**src/hdl/lcpd_pkg.sv**
```systemverilog
// shared constants and types for the lattice code point decoder
// no dependencies; imported by lcpd_axis and lattice_code_point_decoder
package lcpd_pkg;

    // default modulus exponent, q = 2^LOG_Q
    localparam int LOG_Q_DEF = 13;

    // raw coordinate width and decoded result width
    localparam int COORD_W = 16;
    localparam int OUT_W   = 4;

    // stream data widths, padded to whole bytes
    localparam int IN_TDATA_W  = 2 * COORD_W;
    localparam int OUT_TDATA_W = 8;

    // load enables for the two stages inside a per-coordinate unit
    typedef struct packed {
        logic s1;
        logic s2;
    } t_axis_en;

endpackage

```
**src/hdl/lattice_code_point_decoder.sv**
```systemverilog
// lattice code point decoder: streams one two-coordinate point per cycle to 4 bits
// depends on lcpd_pkg and lcpd_axis
//
// usage
//   input stream s_axis: tdata carries coord_x in bits 15:0 and coord_y in
//   bits 31:16; only the low LOG_Q bits of each coordinate are used.
//   output stream m_axis: tdata bits 3:0 carry the decoded bits (outer x,
//   outer y, inner x, inner y from bit 3 down), bits 7:4 are zero.
//   every accepted item gives exactly one result item, in order.
// pipeline and throughput
//   five register stages: fold, square, sum, pair compare, final select.
//   one item per cycle is taken when the output is not stalled.
// reset and stall
//   i_rst_n (synchronous, active low) clears all stage valid bits; the block
//   keeps no other state. when m_axis_tready is low, stages hold their item
//   and empty stages further up keep filling; s_axis_tready drops only once
//   every stage is occupied.
module lattice_code_point_decoder
    import lcpd_pkg::*;
#(
    parameter int LOG_Q = LOG_Q_DEF
) (
    input  logic                   i_clk,
    input  logic                   i_rst_n,
    input  logic                   s_axis_tvalid,
    output logic                   s_axis_tready,
    input  logic [IN_TDATA_W-1:0]  s_axis_tdata,   // coord_x, coord_y
    output logic                   m_axis_tvalid,
    input  logic                   m_axis_tready,
    output logic [OUT_TDATA_W-1:0] m_axis_tdata    // decoded_bits, zero pad
);

    localparam int SQW = 2 * (LOG_Q - 1);
    localparam int SUMW = SQW + 1;

    logic [LOG_Q-1:0] c_tx;
    logic [LOG_Q-1:0] c_ty;

    logic r_v1, r_v2, r_v3, r_v4, r_vo;
    logic c_adv1, c_adv2, c_adv3, c_adv4, c_advo;
    t_axis_en c_axis_en;

    logic [SQW-1:0] c_sqx [3];
    logic [SQW-1:0] c_sqy [3];
    logic c_ox0, c_ox1, c_oy0, c_oy1;

    logic [SUMW-1:0] r_dist [4];
    logic [3:0]      r_outer_s3;
    logic [SUMW-1:0] r_dist_a;
    logic [SUMW-1:0] r_dist_b;
    logic            r_sel_a;
    logic            r_sel_b;
    logic [3:0]      r_outer_s4;
    logic [OUT_W-1:0] r_bits;

    logic            c_pick_b;
    logic [1:0]      c_best;
    logic [OUT_W-1:0] n_bits;

    // stage advance: a stage loads when empty or when the next one loads
    assign c_advo = !r_vo || m_axis_tready;
    assign c_adv4 = !r_v4 || c_advo;
    assign c_adv3 = !r_v3 || c_adv4;
    assign c_adv2 = !r_v2 || c_adv3;
    assign c_adv1 = !r_v1 || c_adv2;
    assign s_axis_tready = c_adv1;

    assign c_axis_en.s1 = c_adv1;
    assign c_axis_en.s2 = c_adv2;

    // unpack coordinates, keep low LOG_Q bits
    assign c_tx = s_axis_tdata[LOG_Q-1:0];
    assign c_ty = s_axis_tdata[COORD_W+LOG_Q-1:COORD_W];

    // stages 1 and 2 for each coordinate
    lcpd_axis #(
        .LOG_Q (LOG_Q)
    ) u_axis_x (
        .i_clk      (i_clk),
        .i_en       (c_axis_en),
        .i_coord    (c_tx),
        .o_sq_zero  (c_sqx[0]),
        .o_sq_plus  (c_sqx[1]),
        .o_sq_minus (c_sqx[2]),
        .o_outer0   (c_ox0),
        .o_outer1   (c_ox1)
    );

    lcpd_axis #(
        .LOG_Q (LOG_Q)
    ) u_axis_y (
        .i_clk      (i_clk),
        .i_en       (c_axis_en),
        .i_coord    (c_ty),
        .o_sq_zero  (c_sqy[0]),
        .o_sq_plus  (c_sqy[1]),
        .o_sq_minus (c_sqy[2]),
        .o_outer0   (c_oy0),
        .o_outer1   (c_oy1)
    );

    // valid bits travel with the items
    always_ff @(posedge i_clk) begin
        if (!i_rst_n) begin
            r_v1 <= 1'b0;
            r_v2 <= 1'b0;
            r_v3 <= 1'b0;
            r_v4 <= 1'b0;
            r_vo <= 1'b0;
        end else begin
            if (c_adv1) r_v1 <= s_axis_tvalid;
            if (c_adv2) r_v2 <= r_v1;
            if (c_adv3) r_v3 <= r_v2;
            if (c_adv4) r_v4 <= r_v3;
            if (c_advo) r_vo <= r_v4;
        end
    end

    // stage 3: squared distance to each inner codeword
    always_ff @(posedge i_clk) begin
        if (c_adv3) begin
            r_dist[0]  <= SUMW'(c_sqx[0]) + SUMW'(c_sqy[0]);
            r_dist[1]  <= SUMW'(c_sqx[0]) + SUMW'(c_sqy[1]);
            r_dist[2]  <= SUMW'(c_sqx[1]) + SUMW'(c_sqy[0]);
            r_dist[3]  <= SUMW'(c_sqx[2]) + SUMW'(c_sqy[2]);
            r_outer_s3 <= {c_ox1, c_ox0, c_oy1, c_oy0};
        end
    end

    // stage 4: pairwise minimum, ties keep the lower index
    always_ff @(posedge i_clk) begin
        if (c_adv4) begin
            r_sel_a    <= r_dist[1] < r_dist[0];
            r_sel_b    <= r_dist[3] < r_dist[2];
            r_dist_a   <= (r_dist[1] < r_dist[0]) ? r_dist[1] : r_dist[0];
            r_dist_b   <= (r_dist[3] < r_dist[2]) ? r_dist[3] : r_dist[2];
            r_outer_s4 <= r_outer_s3;
        end
    end

    // final select of the inner index and the matching outer bits
    always_comb begin
        c_pick_b = r_dist_b < r_dist_a;
        c_best   = c_pick_b ? {1'b1, r_sel_b} : {1'b0, r_sel_a};
        n_bits   = {c_best[1] ? r_outer_s4[3] : r_outer_s4[2],
                    c_best[0] ? r_outer_s4[1] : r_outer_s4[0],
                    c_best};
    end

    // output register
    always_ff @(posedge i_clk) begin
        if (c_advo) begin
            r_bits <= n_bits;
        end
    end

    assign m_axis_tvalid = r_vo;
    assign m_axis_tdata  = {{(OUT_TDATA_W - OUT_W){1'b0}}, r_bits};

endmodule

```
**src/hdl/lcpd_axis.sv**
```systemverilog
// per-coordinate front end: folded distances to the three codeword offsets,
// their squares, and the two outer-bit candidates; two register stages
// depends on lcpd_pkg
module lcpd_axis
    import lcpd_pkg::*;
#(
    parameter int LOG_Q = LOG_Q_DEF
) (
    input  logic                      i_clk,
    input  t_axis_en                  i_en,
    input  logic [LOG_Q-1:0]          i_coord,
    output logic [2*(LOG_Q-1)-1:0]    o_sq_zero,   // offset 0
    output logic [2*(LOG_Q-1)-1:0]    o_sq_plus,   // offset +q/4
    output logic [2*(LOG_Q-1)-1:0]    o_sq_minus,  // offset -q/4
    output logic                      o_outer0,    // outer bit when inner bit is 0
    output logic                      o_outer1     // outer bit when inner bit is 1
);

    localparam int DW  = LOG_Q - 1;
    localparam int SQW = 2 * DW;

    localparam logic [LOG_Q-1:0] Q_HALF    = LOG_Q'(1) << (LOG_Q - 1);
    localparam logic [LOG_Q-1:0] Q_QUARTER = LOG_Q'(1) << (LOG_Q - 2);
    localparam logic [LOG_Q-1:0] Q_3QUART  = LOG_Q'(3) << (LOG_Q - 2);

    logic signed [LOG_Q:0] c_ctr;
    logic signed [LOG_Q:0] c_diff [3];
    logic [LOG_Q-1:0]      c_mag  [3];
    logic [DW-1:0]         c_fold [3];

    logic [DW-1:0]  r_fold [3];
    logic           r_outer0_s1;
    logic           r_outer1_s1;
    logic [SQW-1:0] r_sq   [3];
    logic           r_outer0_s2;
    logic           r_outer1_s2;

    // center the coordinate and fold each difference modulo q/2
    always_comb begin
        c_ctr     = $signed({1'b0, i_coord}) - $signed({1'b0, Q_HALF});
        c_diff[0] = c_ctr;
        c_diff[1] = c_ctr - $signed({1'b0, Q_QUARTER});
        c_diff[2] = c_ctr + $signed({1'b0, Q_QUARTER});
        for (int k = 0; k < 3; k++) begin
            if (c_diff[k] < 0) begin
                c_mag[k] = LOG_Q'(-c_diff[k]);
            end else begin
                c_mag[k] = LOG_Q'(c_diff[k]);
            end
            if (c_mag[k] > Q_QUARTER) begin
                if (c_mag[k] >= Q_HALF) begin
                    c_fold[k] = DW'(c_mag[k] - Q_HALF);
                end else begin
                    c_fold[k] = DW'(Q_HALF - c_mag[k]);
                end
            end else begin
                c_fold[k] = DW'(c_mag[k]);
            end
        end
    end

    // stage 1: folded magnitudes and outer-bit candidates
    always_ff @(posedge i_clk) begin
        if (i_en.s1) begin
            r_fold      <= c_fold;
            r_outer0_s1 <= (i_coord > Q_QUARTER) && (i_coord < Q_3QUART);
            r_outer1_s1 <= i_coord > Q_HALF;
        end
    end

    // stage 2: squares
    always_ff @(posedge i_clk) begin
        if (i_en.s2) begin
            for (int k = 0; k < 3; k++) begin
                r_sq[k] <= SQW'(r_fold[k]) * SQW'(r_fold[k]);
            end
            r_outer0_s2 <= r_outer0_s1;
            r_outer1_s2 <= r_outer1_s1;
        end
    end

    assign o_sq_zero  = r_sq[0];
    assign o_sq_plus  = r_sq[1];
    assign o_sq_minus = r_sq[2];
    assign o_outer0   = r_outer0_s2;
    assign o_outer1   = r_outer1_s2;

endmodule
```
**config.mk**
```make
export PLATFORM = sky130hd
export DESIGN_NAME = lattice_code_point_decoder
export DESIGN_NICKNAME = d
export VERILOG_FILES = /design/src/hdl/lcpd_pkg.sv /design/src/hdl/lattice_code_point_decoder.sv /design/src/hdl/lcpd_axis.sv
export SDC_FILE = /design/constraint.sdc
export NUM_CORES = 2
export LEC_CHECK = 0
export ABC_CLOCK_PERIOD_IN_PS = 6600
export BUFFER_PORTS_ARGS = -buffer_cell sky130_fd_sc_hd__buf_4
export CAP_MARGIN = 20
export CORE_ASPECT_RATIO = 1.2
export CORE_UTILIZATION = 60
export DETAILED_ROUTE_END_ITERATION = 7
export HOLD_SLACK_MARGIN = 0.1
export PLACE_DENSITY_LB_ADDON = 0.08
export REMOVE_ABC_BUFFERS = 1
export SKIP_LAST_GASP = 1
export SLEW_MARGIN = 10
export SYNTH_ARGS = -nofsm -noshare
export SYNTH_HDL_FRONTEND = slang
export SYNTH_SLANG_ARGS = --single-unit
```
**constraint.sdc**
```tcl
create_clock -name i_clk -period 6.6 [get_ports i_clk]
set_clock_uncertainty 0.1 [all_clocks]
set_input_delay 0.66 -clock i_clk [delete_from_list [all_inputs] [get_ports i_clk]]
set_output_delay 0.66 -clock i_clk [all_outputs]
set_load 0.02 [all_outputs]
```
## Yosys cells after proc, flatten, opt, wreduce, memory -nomap -nowiden

Memory sizes are Yosys's and may differ from the RTL's.
Index checks and enable logic that the tools add are counted.

| operators by class | value |
|---|---|
| add/sub/neg operators | 28 |
| multiply operators | 6 |
| $lt $le $gt $ge | 27 |
| multiplexer cells | 27 |
| reduce and logical (&&, ||, !) cells | 12 |

Operator list:

| operator | number |
|---|---|
| $mul A12 B12 Y24 | 6 |
| $mux W12 | 12 |
| $gt A13 B12 Y1 const B | 8 |
| $add A24 B24 Y25 | 4 |
| $lt A14 B1 Y1 const B | 6 |
| $ge A13 B13 Y1 const B | 6 |
| $mux W13 | 6 |
| $neg A13 Y13 | 6 |
| $lt A25 B25 Y1 | 3 |
| $sub A1 B12 Y12 const A | 6 |
| $sub A12 B1 Y12 const B | 6 |
| $mux W25 | 2 |
| $add A14 B13 Y14 const B | 2 |
| $sub A13 B13 Y14 const B | 2 |
| $sub A14 B13 Y14 const B | 2 |
| $gt A13 B13 Y1 const B | 2 |
| $lt A13 B13 Y1 const B | 2 |
| $mux W1 | 6 |
| $logic_not A1 Y1 | 5 |
| $logic_or A1 B1 Y1 | 5 |
| $logic_and A1 B1 Y1 | 2 |
| $mux W2 | 1 |

| storage, ports and cells | value |
|---|---|
| register bits after elaboration | 149 |
| bits in writable memories | 244 |
| input port bits | 36 |
| output and inout bits | 10 |
| logic and storage cells | 129 |
| memories | 3 |

Memories:

| name | depth | width | read ports | clocked after memory_dff | write ports | RTL line | source |
|---|---|---|---|---|---|---|---|
| r_dist | 4 | 25 | 4 | 0 | 4 | lattice_code_point_decoder.sv:47 | `logic [SUMW-1:0] r_dist [4];` |
| u_axis_x.r_sq | 3 | 24 | 3 | 0 | 3 | lcpd_axis.sv:34 | `logic [SQW-1:0] r_sq [3];` |
| u_axis_y.r_sq | 3 | 24 | 3 | 0 | 3 | lcpd_axis.sv:34 |  |

## Longest topological paths before layout

| depth | value |
|---|---|
| depth after elaboration | 7 |
| mapped depth | 24 |
| gate-level depth less buffers | 23 |

## Hierarchy

Synthesis repeated with hierarchy kept, for this count alone.

| unflattened totals | value |
|---|---|
| cell total of the unflattened synthesis | 4783 |
| area total of the unflattened synthesis | 46464.6 µm² |

Modules (own cells, without submodules):

| module | times used | cells each | area each (µm²) | sequential area each (µm²) |
|---|---|---|---|---|
| lcpd_axis (u_axis_x) | 1 | 1865 | 17261.6 | 3153.0 |
| lcpd_axis (u_axis_y) | 1 | 1759 | 16701.0 | 3153.0 |
| lattice_code_point_decoder | 1 | 1159 | 12502.0 | 5024.8 |

## Least setup slack after synthesis

No wires, ideal clock.

| timing path | value |
|---|---|
| path kind | register -> register |
| from | reg u_axis_y.r_fold[8] (netlist bit) |
| to | mem u_axis_y.r_sq[0][70] (netlist bit) (data pin) |
| arrival | 5.358 ns |
| required time | 6.242 ns |
| slack | 0.884 ns |
| stages on the path, launching flop included | 25 |
| path buffers | 1 |
| path through | edfxtp_1 clkbuf_1 inv_1 nor2_1 inv_1 fa_1 inv_1 ha_1 a21oi_1 fa_1 inv_1 fa_1 inv_1 fa_1 inv_1 ha_1 and3_1 a221o_1 a21oi_1 nor2b_1 o21ai_0 a211oi_1 o21bai_1 a21oi_1 xnor2_1 |

RTL lines:

| element | RTL line | source |
|---|---|---|
| start, declared | lcpd_axis.sv:31 | `logic [DW-1:0] r_fold [3];` |
| start signal, assigned | lcpd_axis.sv:65 | `r_fold <= c_fold;` |
| end, declared | lcpd_axis.sv:34 |  |

==> run metrics <==
status finished clean; FF-to-FF path depth 20; Synth Area in Adders 0.368; remaining antenna violation count after routing 0; largest family of logic cells by synthesized area adder cells; nature of the critical path endpoint register; Commonest cells post-synth 899 x inv_1, 515 x ha_1, 476 x fa_1; Top Layer Used met4; CTS Buf Count 41; largest cells by area after synthesis edfxtp_1 25%, fa_1 22%, ha_1 15%, inv_1 7.8%, xnor2_1 4.7%; global-route wire length before repair approximately 150,000 µm; clk sink count between 300 and 400; full die area 73,400 µm²; GRT overflow 0; Synth Instances approximately 4.4k; # setup viols final 0; Core Region 71,200 µm²; DRT Pass-1 Iters 7; initial core utilization 0.609; Root Buffer clkbuf_16; RSZ-0062 raised after global routing no; Synth Area in XOR/XNOR 0.0644; # DRC 0; CTS tree yes; Post-Route M1 WL between 30,000 and 40,000 µm; largest net degree at the start of global routing between 60 and 70; area delta synth->final 5.87%; Max-Cap Viols 0; Via-to-Cell Ratio ~5.4; Avg Inst Size Synth roughly 10 µm²; PortBufs 35; crit start category register; latest clock arrival within the worst-skew pair just under 0.6 ns; DR vias slightly below 30k; Post-synth top flop edfxtp_1; DR WL met2 45,300 µm; Data required, critical path approximately 6.8 ns; nets ~5.4k; share of cells above drive strength 1 0.0549; multiplexer area fraction after synthesis 0.0178; Compound-Gate Fraction of Synth Area 0.0828; Final Cycle Share 0.927; Synth area leader edfxtp_1; iteration-0 DRC count of the detailed router around 1.6k; most frequent cell after synthesis inv_1; hold path depth 3; Hold Path Sink r_v1$_SDFFE_PN0P_; CP Max Fanout 13; vias in the first global route approximately 30k; WHS ~0.23 ns; Final TNS setup 0 ns; worst reg-to-reg setup slack about 0.48 ns; Yosys top cell area share 0.252; Post-synth ARST share 0; GRT Total Usage 0.252; FF-to-FF End u_axis_y.r_sq[0][47]$_DFFE_PP_; post-synthesis sequential area ratio 0.255; antenna violations before repair 1; Worst R2R Start u_axis_y.r_fold[14]$_DFFE_PP_; Post-synth EDFFs ~370; Routed Wire Length 88,100 µm; Rows 107; Avg WL per Cell 16.6 µm; Hold Startpoint s_axis_tvalid; Synth Area in Simple Gates 0.121; Synth warnings 0; area occupied by registers 11,100 µm²; Final HPWL DP approximately 71,000 µm; IO Count 46; Seq cells post-synth 370; synthesized area about 43,000 µm²; Rel. slew slack 0.379; filler instances roughly 6k; Die Wd around 250 µm; synth unique cells 88; Die Span Y 297 µm; GPL Wtd Cong roughly 0.85; Fmax around 0.16 GHz; clock buffer depth 3; CP arrival between 6 and 7 ns; Fin. Hold Viols 0; # H-tree levels 2; hold_buf cts 0; Final Critical Period around 6 ns; Setup CP Type reg -> reg; Clock Pin Slew Worst Setup and Hold Paths around 0.060 ns; Worst Max-Slew Pin Slew a little over 0.9 ns; HP Class in -> reg; multi-input logic area ~28,000 µm²; WL met3 about 2800 µm; final max-slew violation count 0
==> cells in the final DEF (no fill, tap or decap), types with 57 or more instances in the layout <==
cell type / count
xnor2_1: 231
inv_1: 898
and2_1: 248
nor2b_1: 68
buf_4: 65
a21oi_1: 185
ha_1: 515
edfxtp_1: 365
nor2_1: 233
fa_1: 476
xor2_1: 88
nand2_1: 251
mux2_2: 58
o21ai_0: 97
nor3_1: 57
==> repair_timing <==
item                                    4_1_cts  5_1_grt
endpoints found under the setup margin        0        1
buffers inserted                              0        0
resized for setup                             0        1
==> layout make-up <==
type                    count  area share
diodes                      2    0.000109
clock buffers              50      0.0246
clock inverters            26     0.00591
inverters                 902      0.0737
multi-input cells        2975       0.619
flip-flops and latches    370       0.241
well taps                 926      0.0252
repair buffers             66      0.0111
==> state kept, by name, indices dropped and copies added, names as in the netlist, 4 cells and up <==
| signal | flops |
|---|---|
| r_dist | 93 |
| u_axis_x.r_sq | 67 |
| u_axis_y.r_sq | 67 |
| u_axis_x.r_fold | 34 |
| u_axis_y.r_fold | 34 |
| r_dist_a | 24 |
| r_dist_b | 24 |
| r_bits | 4 |
| r_outer_s3 | 4 |
| r_outer_s4 | 4 |
==> how the worst max path moves through the flow <==
stage	to	slack, ns	from	depth (start not counted)
4_1_cts	u_axis_y.r_sq[0][47]$_DFFE_PP_	0.36	u_axis_y.r_fold[14]$_DFFE_PP_	20
6_report	u_axis_y.r_sq[0][47]$_DFFE_PP_	0.48	u_axis_y.r_fold[14]$_DFFE_PP_	20
3_5_place_dp	u_axis_y.r_sq[0][47]$_DFFE_PP_	0.39	u_axis_y.r_fold[14]$_DFFE_PP_	20
2_1_floorplan	u_axis_y.r_sq[0][47]$_DFFE_PP_	0.82	u_axis_y.r_fold[0]$_DFFE_PP_	20
3_3_place_gp	u_axis_y.r_sq[0][47]$_DFFE_PP_	0.41	u_axis_y.r_fold[14]$_DFFE_PP_	20
5_1_grt	u_axis_y.r_sq[0][47]$_DFFE_PP_	0.10	u_axis_y.r_fold[14]$_DFFE_PP_	20
==> worst max-delay path: stages (launching register included) <==
cell and delay (ns):
edfxtp_1 0.61, and2_1 0.28, fa_1 0.54, inv_1 0.06, fa_1 0.54, inv_1 0.06
fa_1 0.50, fa_1 0.55, inv_1 0.05, fa_1 0.53, inv_1 0.04, ha_1 0.34
a21oi_1 0.15, o21ai_0 0.20, nor2b_1 0.20, a2111oi_1 0.52, o31ai_1 0.19, nand2_1 0.10
nand2_1 0.05, a21oi_1 0.17, xor2_1 0.08
==> metrics by stage <==
stage | util | area, µm² | instances | setup WS, ns
after detailed placement | 0.625 | 44500 | 5239 | 0.387
after floorplan | - | 42800 | 4247 | 0.824
after global placement | 0.625 | 44500 | 5239 | 0.408
final | 0.645 | 46000 | 5317 | 0.483
after global routing | 0.645 | 46000 | 5315 | 0.103
after CTS | 0.645 | 46000 | 5315 | 0.357
==> logic make-up after synthesis <==
group                      Yosys count
AOI/OAI and AO/OA                  555
xor gates and xnor gates           319
adders and majority gates          992
buffers and inverters             1044
DFF                                370
muxes                               70
other                                1
and+or+nand+nor                   1035
==> layer usage <==
metal  GRT usage  up-vias
met4      0.0715        0
met2       0.456      409
met5           0        -
met1       0.319    14300
met3      0.0258      129
li1            -    14100
Power is not shown: default switching activity piles up to over one toggle a cycle in this logic, so the estimate is an artifact.
